===== src/rtl/core/stlm_pkg.sv =====
// shared constants and types of the sorted top-k list merge
package stlm_pkg;

  localparam int MaxNeighbors = 32;
  localparam int IdxW = (MaxNeighbors > 1) ? $clog2(MaxNeighbors) : 1;

  localparam int DistW = 32;
  localparam int PointW = 31;

  localparam int InFieldW = 2 * (DistW + PointW);
  localparam int InDataW = ((InFieldW + 7) / 8) * 8;
  localparam int OutFieldW = DistW + PointW;
  localparam int OutDataW = ((OutFieldW + 7) / 8) * 8;

  localparam logic [IdxW-1:0] LastIdx = IdxW'(MaxNeighbors - 1);

  typedef logic [IdxW-1:0] idx_t;
  typedef logic [DistW-1:0] dist_t;
  typedef logic [PointW-1:0] point_t;

  typedef struct packed {
    point_t point;
    dist_t  distance;
  } entry_t;

endpackage


===== src/rtl/core/sorted_topk_list_merge.sv =====
// merge of two ascending neighbor lists, keeping the k smallest
// Each input word carries entry j of the old list and entry j of the new list of one query
// row; the block stores both and returns merged entry j (the smaller of the two list heads,
// the new entry on a tie) in the cycle after the word is accepted. It takes one word every
// cycle while the output register is empty or read in that same cycle; a result that waits
// unread on the output side stalls the input. The rate is set by the head compare and
// pointer update. tlast on the input closes a row; a row reaching MaxNeighbors entries
// closes on its own. The two stores are flip-flop arrays that need no clearing after
// reset; only entries written earlier in the same row are ever read.
module sorted_topk_list_merge
  import stlm_pkg::*;
(
  input  logic                clk_i,
  input  logic                rst_ni,
  input  logic                s_axis_tvalid_i,
  output logic                s_axis_tready_o,
  // old_distance, old_point, new_distance, new_point, zero fill
  input  logic [InDataW-1:0]  s_axis_tdata_i,
  // last_of_row
  input  logic                s_axis_tlast_i,
  output logic                m_axis_tvalid_o,
  input  logic                m_axis_tready_i,
  // merged_distance, merged_point, zero fill
  output logic [OutDataW-1:0] m_axis_tdata_o,
  // row_done
  output logic                m_axis_tlast_o
);

  entry_t old_in, new_in;
  entry_t old_store_q [MaxNeighbors];
  entry_t new_store_q [MaxNeighbors];
  entry_t old_head, new_head, merged;
  idx_t   old_ptr_q, old_ptr_d, new_ptr_q, new_ptr_d, wr_idx;
  logic [IdxW:0] ptr_sum;
  logic   s_acc, take_old, done;
  logic   out_valid_q, out_valid_d;
  entry_t out_q;
  logic   out_last_q;

  assign old_in.distance = s_axis_tdata_i[DistW-1:0];
  assign old_in.point    = s_axis_tdata_i[DistW+PointW-1:DistW];
  assign new_in.distance = s_axis_tdata_i[2*DistW+PointW-1:DistW+PointW];
  assign new_in.point    = s_axis_tdata_i[2*DistW+2*PointW-1:2*DistW+PointW];

  assign s_axis_tready_o = !out_valid_q || m_axis_tready_i;
  assign s_acc = s_axis_tvalid_i && s_axis_tready_o;

  assign ptr_sum = {1'b0, old_ptr_q} + {1'b0, new_ptr_q};
  assign wr_idx  = ptr_sum[IdxW-1:0];

  // a head sits at the slot being written when the other list has not moved yet
  assign old_head = (new_ptr_q == '0) ? old_in : old_store_q[old_ptr_q];
  assign new_head = (old_ptr_q == '0) ? new_in : new_store_q[new_ptr_q];

  assign take_old = old_head.distance < new_head.distance;
  assign merged   = take_old ? old_head : new_head;
  assign done     = s_axis_tlast_i || (wr_idx == LastIdx);

  always_comb begin
    old_ptr_d = old_ptr_q;
    new_ptr_d = new_ptr_q;
    out_valid_d = out_valid_q && !m_axis_tready_i;
    if (s_acc) begin
      out_valid_d = 1'b1;
      if (done) begin
        old_ptr_d = '0;
        new_ptr_d = '0;
      end else if (take_old) begin
        old_ptr_d = old_ptr_q + idx_t'(1);
      end else begin
        new_ptr_d = new_ptr_q + idx_t'(1);
      end
    end
  end

  always_ff @(posedge clk_i or negedge rst_ni) begin
    if (!rst_ni) begin
      old_ptr_q   <= '0;
      new_ptr_q   <= '0;
      out_valid_q <= 1'b0;
    end else begin
      old_ptr_q   <= old_ptr_d;
      new_ptr_q   <= new_ptr_d;
      out_valid_q <= out_valid_d;
    end
  end

  always_ff @(posedge clk_i) begin
    if (s_acc) begin
      old_store_q[wr_idx] <= old_in;
      new_store_q[wr_idx] <= new_in;
      out_q      <= merged;
      out_last_q <= done;
    end
  end

  assign m_axis_tvalid_o = out_valid_q;
  assign m_axis_tdata_o  = OutDataW'({out_q.point, out_q.distance});
  assign m_axis_tlast_o  = out_last_q;

`ifndef NO_ASSERTIONS
  // both pointers together never run past the last slot
  a_ptr_range : assert property (@(posedge clk_i) disable iff (!rst_ni)
    ptr_sum <= (IdxW+1)'(MaxNeighbors - 1))
    else $error("pointer sum beyond list length");

  // a word that closes the row leaves both pointers cleared
  a_row_clear : assert property (@(posedge clk_i) disable iff (!rst_ni)
    s_acc && done |=> (old_ptr_q == '0) && (new_ptr_q == '0))
    else $error("pointers not cleared at end of row");

  // inside a row exactly one pointer advances per word
  a_one_step : assert property (@(posedge clk_i) disable iff (!rst_ni)
    s_acc && !done |=> ptr_sum == $past(ptr_sum) + (IdxW+1)'(1))
    else $error("merge did not advance by one entry");

  // every accepted word yields a result in the next cycle
  a_result : assert property (@(posedge clk_i) disable iff (!rst_ni)
    s_acc |=> m_axis_tvalid_o && (m_axis_tlast_o == $past(done)))
    else $error("result missing after accepted word");
`endif

endmodule


===== config.mk =====
export PLATFORM = sky130hd
export DESIGN_NAME = sorted_topk_list_merge
export DESIGN_NICKNAME = d
export VERILOG_FILES = /design/src/rtl/core/stlm_pkg.sv /design/src/rtl/core/sorted_topk_list_merge.sv
export SDC_FILE = /design/constraint.sdc
export NUM_CORES = 2
export LEC_CHECK = 0
export BUFFER_PORTS_ARGS = -buffer_cell sky130_fd_sc_hd__buf_2
export CAP_MARGIN = 20
export CORE_MARGIN = 4
export CORE_UTILIZATION = 31
export CTS_BUF_LIST = sky130_fd_sc_hd__clkbuf_8
export DETAILED_ROUTE_END_ITERATION = 10
export REMOVE_ABC_BUFFERS = 1
export SKIP_CTS_REPAIR_TIMING = 1
export SLEW_MARGIN = 20
export SYNTH_ARGS = -nofsm -noshare
export SYNTH_HDL_FRONTEND = slang
export SYNTH_SLANG_ARGS = --single-unit

===== constraint.sdc =====
create_clock -name clk_i -period 22 [get_ports clk_i]
set_input_delay 1.1 -clock clk_i [delete_from_list [all_inputs] [get_ports clk_i]]
set_output_delay 1.1 -clock clk_i [all_outputs]
set_load 0.005 [all_outputs]

# Yosys cells after proc, flatten, opt, wreduce, memory -nomap -nowiden

Memories as Yosys holds them, arrays and structs flattened.
Index checks and enable logic that the tools add are counted.

Reduce and logical (&&, ||, !) cells: 11
$lt $le $gt $ge: 1
Equal/unequal tests: 2
Add/sub/neg operators: 3
Muxes and demuxes: 10

Operator list:

| cell                                                   | count |
|---|---|
| two-way mux 63 bit                                     | 3 |
| < comparator 32 bit                                    | 1 |
| two-way mux 5 bit                                      | 4 |
| adder 5 x 1 -> 5 bit (second input constant)           | 2 |
| logical NOT 5 bit                                      | 2 |
| adder 5 bit                                            | 1 |
| equality test 5 bit (second input constant)            | 1 |
| AND reduction 2 bit                                    | 2 |
| two-way mux 1 bit                                      | 3 |
| logical AND 1 bit                                      | 2 |
| logical NOT 1 bit                                      | 2 |
| logical OR 1 bit                                       | 2 |
| inequality test 2 x 1 -> 1 bit (second input constant) | 1 |
| nonzero test 2 bit                                     | 1 |

Memories kept: 2
Flip-flop bits (word level): 75
Output and inout bits: 67
Logic and storage cells: 35
RAM bits: 4032

Memory list:

| name        | depth | width | read ports | clocked after memory_dff | wr ports | RTL line                     | RTL |
|---|---|---|---|---|---|---|---|
| new_store_q | 32    | 63    | 1          | 0                        | 1        | sorted_topk_list_merge.sv:31 | `entry_t new_store_q [MaxNeighbors];` |
| old_store_q | 32    | 63    | 1          | 0                        | 1        | sorted_topk_list_merge.sv:30 | `entry_t old_store_q [MaxNeighbors];` |

# Depth between registers and ports, before layout

Depth after elaboration: 5
Depth in mapped cells: 24
Depth with buffers taken out: 17

# Least setup slack after synthesis

OpenSTA, ideal clock, no wires.

Path type: input port to flip-flop
Start: in m_axis_tready_i
End: mem new_store_q[29][0] (netlist bit) (enable)
Arrival: 8135 ps
Required time: 21388 ps
Setup slack: 13252 ps
Stages: 5
Cells stage by stage: nand2b_1 > nand2_1 > clkinv_1 > nand3b_1 > nor2_1

Longest elaborated chain between the ends: 4

RTL lines:

| element                                 | RTL line                     | RTL |
|---|---|---|
| start: declaration                      | sorted_topk_list_merge.sv:22 | `input logic m_axis_tready_i,` |
| logical OR 1 bit                        | sorted_topk_list_merge.sv:45 | `assign s_axis_tready_o = !out_valid_q \|\| m_axis_tready_i;` |
| logical AND 1 bit                       | sorted_topk_list_merge.sv:46 | `assign s_acc = s_axis_tvalid_i && s_axis_tready_o;` |
| net s_acc                               | sorted_topk_list_merge.sv:35 | `logic s_acc, take_old, done;` |
| two-way mux 1 bit                       | sorted_topk_list_merge.sv:89 | `if (s_acc) begin` |
| two-way mux 1 bit (implied by the code) | sorted_topk_list_merge.sv:91 | `new_store_q[wr_idx] <= new_in;` |
| end: declaration                        | sorted_topk_list_merge.sv:31 |  |

The timed path passes the listed nets, and every way through them passes these cells.

==> impl_metrics.tcl <==
set metrics [dict create \
    cts_root_buffer "clkbuf_8" \
    yosys_register_bits 4107 \
    ioPinCount 200 \
    yosysWarnings 0 \
    num_vias 78400 \
    synth_edf_count 4096 \
    finalSetupViolCount 0 \
    synth_top_area_share 0.777 \
    worstSetupPathType "register to register" \
    postPlaceCellArea_um2 168000 \
    wire_per_inst_um 30.0 \
    avgSynthCellArea_um2 22.9 \
    hold_path_depth 2 \
    post-route-cell-area_um2 180000 \
    topRoutingLayerUsed "met5" \
    drive_gt1_frac 0.281 \
    crit_path_start_kind "register" \
    slew_headroom 0.208 \
    clkTransAtPathRegs_ns 0.05 \
    hpwl_mm 224 \
    fmax_mhz 97.2 \
    grt_util_all_layers 0.165 \
    synthTopCellsByArea "edfxtp_1 (78%), mux4_2 (14%), mux2i_1 (2.5%)" \
    cts_buffer_depth 4 \
    worstPathRequired_ns 22.97 \
    hold_end "m_axis_tvalid_o" \
    cts_tree "yes" \
    layout.area.seq_um2 123000 \
    antenna_found_initial 111 \
    fin_nets 7737 \
    via_per_inst 5.29 \
    synth_cells 6915 \
    detail_route.first_pass.iterations 6 \
    drtIter0Drc 9344 \
    reg2reg_depth 17 \
    met2WireLength_mm 218 \
    power_leakage_nw 55.0 \
    numCtsBuffers 652 \
    min_from "s_axis_tvalid_i" \
    peakVddDrop_v 0.000219 \
    cp-end-kind "register" \
    rows 262 \
    grt_overflow 0 \
    io_buffers 196 \
    hold_viol 0 \
    wl_mm 444 \
    stdcell_count 14800 \
    synthFlopType "edfxtp_1" \
    cts-htree-levels 6 \
    status "completed" \
    fin_crit_sh 0.467 \
    fp.dieArea_um2 522000 \
    core_area_um2 509000 \
    multiInputGateArea_um2 33400 \
    wl_met1_mm 176 \
    grt_max_degree 124 \
    gp_congestion 0.777 \
    grt_pass1_wl_mm 616 \
    areaGrowthSynthToFinish_pct 13.4 \
    synth_cell_types 66 \
    crit_path_max_fanout 47 \
    drcViolationCount 0 \
    fin_crit_ns 10.28 \
    rrSetupSlack_ns 11.72 \
    regToRegStartpoint "new_ptr_q[0]" \
    grt_pass1_vias 79800 \
    yosys-top-cells-count "edfxtp_1 (4096), mux4_2 (1017), mux2i_1 (401)" \
    n_fill_cell 46400 \
    clkSinkCount 4107 \
    synth_top_cell_by_area "edfxtp_1" \
    async_reset_ff_frac 0.00268 \
    wl_met3_mm 38.0 \
    setup_tns_ns 0 \
    drv_cap 0 \
    ant_nets 0 \
    regToRegEndpoint "m_axis_tdata_o[53]" \
    slew_violations 0 \
    ys_seq_area_frac 0.779 \
    hp-class "input port to register" \
    rsz0062_at_grt "no" \
    crit_start "new_ptr_q[0]" \
    yosysMostFrequentCell "edfxtp_1" \
    clk_latency_ns 1.24 \
    syn_area_um2 158000 \
    die_y_um 723 \
    die_w_um 723 \
    fin_skew_ns 0.138 \
    dpl.cell_count 13600 \
    initial_core_util 0.311 \
    worstMarginPinSlew_ns 1.19 \
    powerDensity_nw_per_um2 122 \
    arrival_ns 11.25 \
]
-- worst max-delay path, cell delays in order (launching register included) --
cell and delay (ns):
dfrtp_4 0.99, buf_4 0.81, buf_4 0.68, buf_4 0.84, mux4_2 0.62, mux4_2 0.48
mux2i_1 0.15, nor2_1 0.06, a21oi_1 0.47, ha_1 0.33, and4_1 0.21, a2111oi_1 0.98
o2111a_1 0.35, a31o_4 0.59, buf_4 0.85, buf_4 0.65, a211oi_1 0.33, a31oi_1 0.27
-- metrics by stage --
step	hold slack, ns	power [mW]	util	setup WS, ns
final	0.180	21.9	0.353	11.72
after global routing	0.0988	22.8	0.353	11.14
after CTS	-0.263	22.1	0.352	11.50
after detailed placement	0.540	16.3	0.330	11.54
after global placement	0.523	16.2	0.330	11.56
after floorplan	0.544	16.1	-	-8.45
-- metal layers --
layer  GRT usage  up-vias
li1            -    31000
met1       0.221    42600
met2       0.275     3830
met3      0.0327      856
met4      0.0480       44
met5           0        -
-- worst max-delay path by stage --
stage / cells past startpoint / slack [ns] / endpoint
global placement: 17 / 11.56 / m_axis_tdata_o[53]
floorplan: 4 / -8.45 / new_store_q[12][0]
finish: 17 / 11.72 / m_axis_tdata_o[53]
detailed placement: 17 / 11.54 / m_axis_tdata_o[41]
CTS: 17 / 11.50 / m_axis_tdata_o[53]
global route: 17 / 11.14 / m_axis_tdata_o[53]
-- cell usage in the layout, fill, tap and decap left out, drive strengths merged, types with 16 or more instances in the layout --
master	synthesis	routed
edfxtp	4096	4096
mux4	1017	1017
clkbuf	189	659
mux2i	401	401
buf	197	380
inv	24	260
clkinv	2	223
nand2	153	153
nor2	123	123
o221ai	107	107
a21oi	107	107
o21ai	92	92
o22ai	51	51
nand3	51	51
a221oi	48	48
ha	39	39
diode	0	29
a22oi	21	21
mux2	19	19
o211ai	18	18
nor2b	16	16
-- kinds of logic after synthesis --
family,share of synthesized area
buffers and inverters,0.0125
AOI/OAI and AO/OA,0.0234
DFF,0.779
other,0.0000237
muxes,0.171
and+or+nand+nor,0.0103
adders and majority gates,0.00321
xor gates and xnor gates,0.000387
-- sequential cells by signal (all words and copies together) (netlist names) --
| name | flops |
|---|---|
| new_ptr_q | 5 |
| new_store_q | 2016 |
| old_store_q | 2016 |
| old_ptr_q | 5 |
| m_axis_tdata_o | 63 |
| m_axis_tlast_o | 1 |
| m_axis_tvalid_o | 1 |
-- power by group --
group	switching [mW]	internal, mW
sequential	0.319	9.35
clock	2.98	2.87
combinational	3.93	2.49
total	7.23	14.7
-- area by class of cell --
| type | instances | share of cell area |
|---|---|---|
| multi-input cells | 2396 | 0.186 |
| inverters | 26 | 0.000627 |
| well taps | 6732 | 0.0469 |
| clock buffers | 659 | 0.0505 |
| clock inverters | 478 | 0.0136 |
| repair buffers | 381 | 0.0155 |
| diodes | 29 | 0.000404 |
| flip-flops and latches | 4107 | 0.687 |
(Power assumes the default switching activity.)
